`src/rtl/core/first_fit_coalescing_allocator_top_assert.svh`:
```
// Assertion macros for the allocator top level.
`ifndef FIRST_FIT_COALESCING_ALLOCATOR_TOP_ASSERT_SVH
`define FIRST_FIT_COALESCING_ALLOCATOR_TOP_ASSERT_SVH

// Same-cycle implication, checked on every rising edge out of reset.
`define FFCA_ASSERT_NOW(lbl, ante, cons, msg) \
  lbl: assert property (@(posedge clk) disable iff (!rst_n) (ante) |-> (cons)) \
    else $error(msg);

// Next-cycle implication.
`define FFCA_ASSERT_NEXT(lbl, ante, cons, msg) \
  lbl: assert property (@(posedge clk) disable iff (!rst_n) (ante) |=> (cons)) \
    else $error(msg);

`endif

```
`src/rtl/core/ffca_pkg.sv`:
```
package ffca_pkg;

  localparam int MAX_IDS_DEF = 64;

  // Configuration register indexes (paddr[2])
  localparam logic REG_CAPACITY = 1'b0;
  localparam logic REG_ALIGN    = 1'b1;

  localparam logic [31:0] CAPACITY_RST = 32'd65536;
  localparam logic [4:0]  ALIGN_RST    = 5'd8;

  // Request kinds
  localparam logic [1:0] K_RESERVE = 2'd0;
  localparam logic [1:0] K_FREE    = 2'd1;

  // Result status codes
  localparam logic [1:0] ST_OK        = 2'd0;
  localparam logic [1:0] ST_IN_USE    = 2'd1;
  localparam logic [1:0] ST_NO_FIT    = 2'd2;
  localparam logic [1:0] ST_NOT_FOUND = 2'd3;

  // Free-list write data selects
  localparam logic [2:0] WS_INIT   = 3'd0;
  localparam logic [2:0] WS_SPLIT  = 3'd1;
  localparam logic [2:0] WS_COPY   = 3'd2;
  localparam logic [2:0] WS_BEFORE = 3'd3;
  localparam logic [2:0] WS_BOTH   = 3'd4;
  localparam logic [2:0] WS_AFTER  = 3'd5;
  localparam logic [2:0] WS_INS    = 3'd6;

  typedef struct packed {
    logic       fm_re;
    logic       fm_we;
    logic [2:0] wsel;
    logic       ld_item;
    logic       id_we;
    logic       vld_clr;
    logic       used_add;
    logic       used_sub;
    logic       ld_rel;
    logic       acc_ld;
    logic       ld_prev;
    logic       ld_cur;
    logic       clr_pc;
    logic       res_clr;
    logic       res_id;
    logic       res_rsv;
    logic       out_ld;
  } cmd_t;

  typedef struct packed {
    logic [1:0] kind;
    logic       in_range;
    logic       id_used;
    logic       cap_ovf;
    logic       hit;
    logic       cur_gt;
    logic       q_lt_o;
    logic       after;
    logic       prev_abut;
  } sts_t;

  function automatic logic [31:0] sat_add(input logic [31:0] a, input logic [31:0] b);
    logic [32:0] s;
    s = {1'b0, a} + {1'b0, b};
    return s[32] ? 32'hFFFF_FFFF : s[31:0];
  endfunction

endpackage

```
`src/rtl/core/ffca_ctrl.sv`:
```
module ffca_ctrl #(
  parameter int MaxIds = 64,
  parameter int Aw = 7,
  parameter int Cw = 7
) (
  input  logic             clk,
  input  logic             rst_n,
  input  logic             in_valid,
  output logic             in_ready,
  output logic             out_valid,
  input  logic             out_ready,
  input  logic             cap_wr,
  input  ffca_pkg::sts_t   sts,
  output ffca_pkg::cmd_t   cmd,
  output logic [Aw-1:0]    fm_raddr,
  output logic [Aw-1:0]    fm_waddr,
  output logic [1:0]       st_code
);
  import ffca_pkg::*;

  localparam int Depth = MaxIds + 1;

  localparam logic [3:0] S_IDLE  = 4'd0;
  localparam logic [3:0] S_DISP  = 4'd1;
  localparam logic [3:0] S_RSCAN = 4'd2;
  localparam logic [3:0] S_RSPL  = 4'd3;
  localparam logic [3:0] S_SHDN  = 4'd4;
  localparam logic [3:0] S_FSCAN = 4'd5;
  localparam logic [3:0] S_FDEC  = 4'd6;
  localparam logic [3:0] S_FBOTH = 4'd7;
  localparam logic [3:0] S_SHUP  = 4'd8;
  localparam logic [3:0] S_INS   = 4'd9;
  localparam logic [3:0] S_DONE  = 4'd10;

  logic [3:0]    state_r, state_nxt;
  logic [Aw-1:0] ra_r, ra_nxt;
  logic [Cw-1:0] j_r, j_nxt;
  logic [Cw-1:0] count_r, count_nxt;
  logic [1:0]    st_r, st_nxt;
  logic          pend_r, pend_nxt;
  logic          ov_r, ov_nxt;
  logic [Cw-1:0] ra_inc;

  assign ra_inc    = Cw'(ra_r) + Cw'(1);
  assign in_ready  = (state_r == S_IDLE) && !pend_r;
  assign out_valid = ov_r;
  assign st_code   = st_r;

  // Sequence one request through scan, split, merge and shift steps
  always_comb begin
    cmd       = '0;
    fm_raddr  = ra_r;
    fm_waddr  = '0;
    state_nxt = state_r;
    ra_nxt    = ra_r;
    j_nxt     = j_r;
    count_nxt = count_r;
    st_nxt    = st_r;
    pend_nxt  = pend_r;
    ov_nxt    = ov_r && !out_ready;
    case (state_r)
      S_IDLE: begin
        if (pend_r) begin
          cmd.fm_we = 1'b1;
          cmd.wsel  = WS_INIT;
          count_nxt = Cw'(1);
          pend_nxt  = 1'b0;
        end else if (in_valid) begin
          cmd.ld_item = 1'b1;
          state_nxt   = S_DISP;
        end
      end
      S_DISP: begin
        cmd.res_clr = 1'b1;
        cmd.clr_pc  = 1'b1;
        ra_nxt      = '0;
        fm_raddr    = '0;
        if (sts.kind == K_RESERVE) begin
          if (!sts.in_range) begin
            st_nxt = ST_NO_FIT; state_nxt = S_DONE;
          end else if (sts.id_used) begin
            st_nxt = ST_IN_USE; state_nxt = S_DONE;
          end else if (sts.cap_ovf || count_r == '0) begin
            st_nxt = ST_NO_FIT; state_nxt = S_DONE;
          end else begin
            cmd.fm_re = 1'b1;
            state_nxt = S_RSCAN;
          end
        end else if (!sts.in_range || !sts.id_used) begin
          st_nxt = ST_NOT_FOUND; state_nxt = S_DONE;
        end else begin
          st_nxt     = ST_OK;
          cmd.res_id = 1'b1;
          if (sts.kind == K_FREE) begin
            cmd.vld_clr  = 1'b1;
            cmd.used_sub = 1'b1;
            cmd.ld_rel   = 1'b1;
            if (count_r == '0) begin
              j_nxt = '0; state_nxt = S_FDEC;
            end else begin
              cmd.fm_re = 1'b1;
              state_nxt = S_FSCAN;
            end
          end else begin
            state_nxt = S_DONE;
          end
        end
      end
      S_RSCAN: begin
        if (sts.hit) begin
          cmd.ld_cur = 1'b1;
          j_nxt      = Cw'(ra_r);
          state_nxt  = S_RSPL;
        end else if (ra_inc < count_r) begin
          cmd.fm_re = 1'b1;
          fm_raddr  = Aw'(ra_inc);
          ra_nxt    = Aw'(ra_inc);
        end else begin
          st_nxt = ST_NO_FIT; state_nxt = S_DONE;
        end
      end
      S_RSPL: begin
        cmd.id_we    = 1'b1;
        cmd.used_add = 1'b1;
        cmd.res_rsv  = 1'b1;
        st_nxt       = ST_OK;
        if (sts.cur_gt) begin
          cmd.fm_we = 1'b1;
          cmd.wsel  = WS_SPLIT;
          fm_waddr  = Aw'(j_r);
          state_nxt = S_DONE;
        end else if (j_r + Cw'(1) < count_r) begin
          cmd.fm_re = 1'b1;
          fm_raddr  = Aw'(j_r + Cw'(1));
          ra_nxt    = Aw'(j_r + Cw'(1));
          state_nxt = S_SHDN;
        end else begin
          count_nxt = count_r - Cw'(1);
          state_nxt = S_DONE;
        end
      end
      S_SHDN: begin
        cmd.fm_we = 1'b1;
        cmd.wsel  = WS_COPY;
        fm_waddr  = ra_r - Aw'(1);
        if (ra_inc < count_r) begin
          cmd.fm_re = 1'b1;
          fm_raddr  = Aw'(ra_inc);
          ra_nxt    = Aw'(ra_inc);
        end else begin
          count_nxt = count_r - Cw'(1);
          state_nxt = S_DONE;
        end
      end
      S_FSCAN: begin
        if (sts.q_lt_o) begin
          cmd.ld_prev = 1'b1;
          if (ra_inc < count_r) begin
            cmd.fm_re = 1'b1;
            fm_raddr  = Aw'(ra_inc);
            ra_nxt    = Aw'(ra_inc);
          end else begin
            j_nxt     = count_r;
            state_nxt = S_FDEC;
          end
        end else begin
          cmd.ld_cur = 1'b1;
          j_nxt      = Cw'(ra_r);
          state_nxt  = S_FDEC;
        end
      end
      S_FDEC: begin
        if (sts.after && sts.prev_abut) begin
          cmd.acc_ld = 1'b1;
          state_nxt  = S_FBOTH;
        end else if (sts.prev_abut) begin
          cmd.fm_we = 1'b1;
          cmd.wsel  = WS_BEFORE;
          fm_waddr  = Aw'(j_r - Cw'(1));
          state_nxt = S_DONE;
        end else if (sts.after) begin
          cmd.fm_we = 1'b1;
          cmd.wsel  = WS_AFTER;
          fm_waddr  = Aw'(j_r);
          state_nxt = S_DONE;
        end else if (count_r < Cw'(Depth)) begin
          if (j_r < count_r) begin
            cmd.fm_re = 1'b1;
            fm_raddr  = Aw'(count_r - Cw'(1));
            ra_nxt    = Aw'(count_r - Cw'(1));
            state_nxt = S_SHUP;
          end else begin
            state_nxt = S_INS;
          end
        end else begin
          // list full: drop the segment
          state_nxt = S_DONE;
        end
      end
      S_FBOTH: begin
        cmd.fm_we = 1'b1;
        cmd.wsel  = WS_BOTH;
        fm_waddr  = Aw'(j_r - Cw'(1));
        if (j_r + Cw'(1) < count_r) begin
          cmd.fm_re = 1'b1;
          fm_raddr  = Aw'(j_r + Cw'(1));
          ra_nxt    = Aw'(j_r + Cw'(1));
          state_nxt = S_SHDN;
        end else begin
          count_nxt = count_r - Cw'(1);
          state_nxt = S_DONE;
        end
      end
      S_SHUP: begin
        cmd.fm_we = 1'b1;
        cmd.wsel  = WS_COPY;
        fm_waddr  = Aw'(ra_inc);
        if (Cw'(ra_r) > j_r) begin
          cmd.fm_re = 1'b1;
          fm_raddr  = ra_r - Aw'(1);
          ra_nxt    = ra_r - Aw'(1);
        end else begin
          state_nxt = S_INS;
        end
      end
      S_INS: begin
        cmd.fm_we = 1'b1;
        cmd.wsel  = WS_INS;
        fm_waddr  = Aw'(j_r);
        count_nxt = count_r + Cw'(1);
        state_nxt = S_DONE;
      end
      S_DONE: begin
        if (!ov_r || out_ready) begin
          cmd.out_ld = 1'b1;
          ov_nxt     = 1'b1;
          state_nxt  = S_IDLE;
        end
      end
      default: state_nxt = S_IDLE;
    endcase
    // a capacity write always rebuilds the free list
    if (cap_wr) pend_nxt = 1'b1;
  end

  // Hold controller state
  always_ff @(posedge clk) begin
    if (!rst_n) begin
      state_r <= S_IDLE;
      ra_r    <= '0;
      j_r     <= '0;
      count_r <= '0;
      st_r    <= ST_OK;
      pend_r  <= 1'b1;
      ov_r    <= 1'b0;
    end else begin
      state_r <= state_nxt;
      ra_r    <= ra_nxt;
      j_r     <= j_nxt;
      count_r <= count_nxt;
      st_r    <= st_nxt;
      pend_r  <= pend_nxt;
      ov_r    <= ov_nxt;
    end
  end

endmodule

```
`config.mk`:
```
export PLATFORM = sky130hd
export DESIGN_NAME = ffca_ctrl
export DESIGN_NICKNAME = d
export VERILOG_FILES = /design/src/rtl/core/first_fit_coalescing_allocator_top_assert.svh /design/src/rtl/core/ffca_pkg.sv /design/src/rtl/core/ffca_ctrl.sv
export SDC_FILE = /design/constraint.sdc
export NUM_CORES = 1
export LEC_CHECK = 0
export BUFFER_PORTS_ARGS = -buffer_cell sky130_fd_sc_hd__buf_2
export CORE_ASPECT_RATIO = 1.2
export CORE_MARGIN = 2
export CORE_UTILIZATION = 59
export DETAILED_ROUTE_END_ITERATION = 6
export GPL_ROUTABILITY_DRIVEN = 0
export PLACE_DENSITY = 0.82
export SYNTH_ARGS = -nofsm -noshare
export SYNTH_HDL_FRONTEND = slang
export SYNTH_SLANG_ARGS = --single-unit
```
`constraint.sdc`:
```
create_clock -name clk -period 5.7 [get_ports clk]
set_clock_uncertainty 0.15 [all_clocks]
set_input_delay 1.14 -clock clk [delete_from_list [all_inputs] [get_ports clk]]
set_output_delay 1.14 -clock clk [all_outputs]
set_load 0.05 [all_outputs]
```
==> impl_metrics.tcl <==
set metrics [dict create \
    outcome "complete, but fails checks" \
    violations "design-rule violations" \
    max_freq_ghz 0.190 \
    cts_tree "yes" \
    synth_cell_types 68 \
    finalCritPeriodShare 0.924 \
    post-route-drc-count 1 \
    htreeDepth 2 \
    slew_headroom 0.326 \
    first_iter_violations 739 \
    nNetsFinal 602 \
    setup_viol 0 \
    holdWs_ns 0.302 \
    postPlaceCellArea_um2 4000 \
    final_common_cell "nand2_1" \
    power.density_nw_per_um2 653 \
    crit_arrival_ns 3.98 \
    wl_mm 13.1 \
    synth_area_per_cell_um2 7.18 \
    grt_overflow 0 \
    dp_hpwl_mm 9.62 \
    cts.sinks 29 \
    cts_resized 0 \
    grtUsageTotal 0.370 \
    areaGrowthSynthToFinish_pct 8.10 \
    cts-root-buf "clkbuf_8" \
    cp.required_ns 4.41 \
    path_class "flip-flop to output port" \
    vias 4584 \
    period_needed_ns 5.27 \
    clk_pin_slew_worst_paths_ns 0.07 \
    maxSlewViolCount 0 \
    p_leak_nw 1.72 \
    rsz0062_at_grt "false" \
    final_cell_mix "nand2_1 (52), buf_2 (51), ha_1 (36)" \
    ant_nets 0 \
    grt_max_degree 36 \
    syn_inst 525 \
    insertedDiodeCount 0 \
    drive_gt1_frac 0.132 \
    grt_pass1_wl_mm 20.9 \
    cts_buffers 5 \
    io_pins 52 \
    coreArea_um2 6090 \
    yosys_most_used_dff "dfxtp_1" \
    final_area_um2 4080 \
    regArea_um2 581 \
    cap_violations 0 \
    avgRoutedWirePerCell_um 20.7 \
    hold_viol 0 \
    fillers 538 \
    placementRows 31 \
    post-cts-setup-buffers 0 \
    io_buffers 51 \
    worst_pin_slew_ns 1.01 \
    drt_first_pass_iters 7 \
    ys_warn_count 0 \
    ctsHoldBuffers 0 \
    worstSetupStartpointType "flip-flop" \
    worstSkewPairLatency_ns 0.30 \
    synth-edff-count 0 \
    start_util 0.619 \
    grt_pass1_vias 4238 \
    synth.net_count 576 \
    dieArea_um2 7050 \
    die_w_um 77.0 \
    peakVddDrop_v 0.000478 \
    yosysSeqAreaShare 0.154 \
    end_kind "output port" \
    clockBufferDepth 2 \
    cp_max_fo 16 \
    synth_seq_cells 29 \
    ys_async_sr_fraction 0 \
    multiInputGateArea_um2 2920 \
    hold_path_class "flip-flop to flip-flop" \
    vias_per_cell 7.23 \
    die_h_um 91.6 \
    antenna_found_initial 0 \
    fin_setup_tns_ns 0 \
    syn_area_um2 3770 \
]
==> routing by layer <==
layer / up-vias / track usage / wire length (um)
li1: 2025 / - / -
met1: 2066 / 0.438 / 4890
met2: 390 / 0.591 / 5750
met3: 103 / 0.0805 / 1430
met4: 0 / 0.257 / 1020
met5: - / 0 / 0
==> worst paths after layout <==
path,startpoint,end,slack (ns),cells past startpoint
worst min register to register,st_code[0],st_code[0],0.30,2
worst max-delay path,ra_r[1],fm_raddr[0],0.43,14
worst min-delay path,st_code[0],st_code[0],0.30,2
worst max register to register,j_r[0],count_r[2],1.69,11
==> per-stage QoR <==
stage | worst slack (ns) | cells | total power, mW | utilization
5_1_grt | 0.170 | 634 | 2.81 | 0.669
2_1_floorplan | 0.825 | 525 | 1.93 | -
6_report | 0.432 | 634 | 2.66 | 0.669
4_1_cts | 0.551 | 634 | 2.58 | 0.669
3_5_place_dp | 0.882 | 626 | 2.40 | 0.656
3_3_place_gp | 1.05 | 626 | 2.35 | 0.656
==> logic make-up (layout without fill, tap and decap cells) <==
kind of cell | Yosys count | after routing | synth area share
buf+inv | 65 | 92 | 0.0720
fa+ha+maj | 36 | 36 | 0.119
compound gates | 168 | 168 | 0.314
xor+xnor | 23 | 23 | 0.0534
mux | 6 | 6 | 0.0163
simple gates | 198 | 198 | 0.271
flops | 29 | 29 | 0.154
==> report_power, final <==
part | switching (mW) | internal, mW | leakage [nW]
clock | 0.0881 | 0.0868 | 0.0395
combinational | 1.41 | 0.671 | 1.45
sequential | 0.151 | 0.258 | 0.236
total | 1.65 | 1.02 | 1.72
==> worst max-delay path: stages (launching register included) <==
cell	delay (ns)
dfxtp_1	0.54
inv_1	0.14
nor3_1	0.32
nand3_1	0.19
xnor2_1	0.28
ha_1	0.30
a21oi_1	0.14
nand2_1	0.11
a221oi_4	0.31
buf_4	0.27
nand2_1	0.18
and3_1	0.23
a31oi_1	0.19
a2bb2oi_1	0.19
buf_2	0.29
==> state kept, by name (all words and copies together) (netlist names) <==
name / cells
j_r: 7
ra_r: 7
pend_r: 1
count_r: 7
state_r: 4
out_valid: 1
st_code: 2
==> final cells by class <==
class,instances,area share
Clock buffer,8,0.0196
Inverter,29,0.0267
Multi-Input combinational cell,431,0.716
Sequential cell,29,0.142
Tap cell,82,0.0252
Timing Repair Buffer,55,0.0700
==> Yosys cell counts (3+ instances only) <==
library cell | instances | share of area
nand3b_1 | 6 | 0.012
a211o_1 | 5 | 0.012
nor2_1 | 33 | 0.033
nand4_1 | 4 | 0.0066
o211ai_1 | 8 | 0.016
nor3_1 | 24 | 0.032
buf_4 | 6 | 0.012
clkbuf_1 | 23 | 0.023
xnor2_1 | 15 | 0.035
nor4_1 | 4 | 0.0066
a22oi_1 | 5 | 0.010
o21ai_0 | 24 | 0.032
nand2_1 | 52 | 0.052
o21ai_1 | 13 | 0.017
buf_1 | 3 | 0.0030
o31ai_1 | 3 | 0.0060
o22ai_1 | 6 | 0.010
dfxtp_1 | 29 | 0.15
and2_1 | 7 | 0.012
inv_1 | 27 | 0.027
nand2b_1 | 6 | 0.010
xor2_1 | 8 | 0.019
and3_1 | 10 | 0.017
o32ai_1 | 7 | 0.016
a21o_1 | 5 | 0.010
nor2b_1 | 9 | 0.015
a21oi_1 | 29 | 0.039
mux2i_1 | 5 | 0.013
buf_2 | 4 | 0.0053
a211oi_1 | 14 | 0.028
a32oi_1 | 3 | 0.0070
a221oi_1 | 10 | 0.023
o221ai_1 | 4 | 0.0093
nor3b_1 | 5 | 0.010
a31oi_1 | 11 | 0.018
ha_1 | 36 | 0.12
nand3_1 | 23 | 0.031
(Power assumes the default switching activity.)
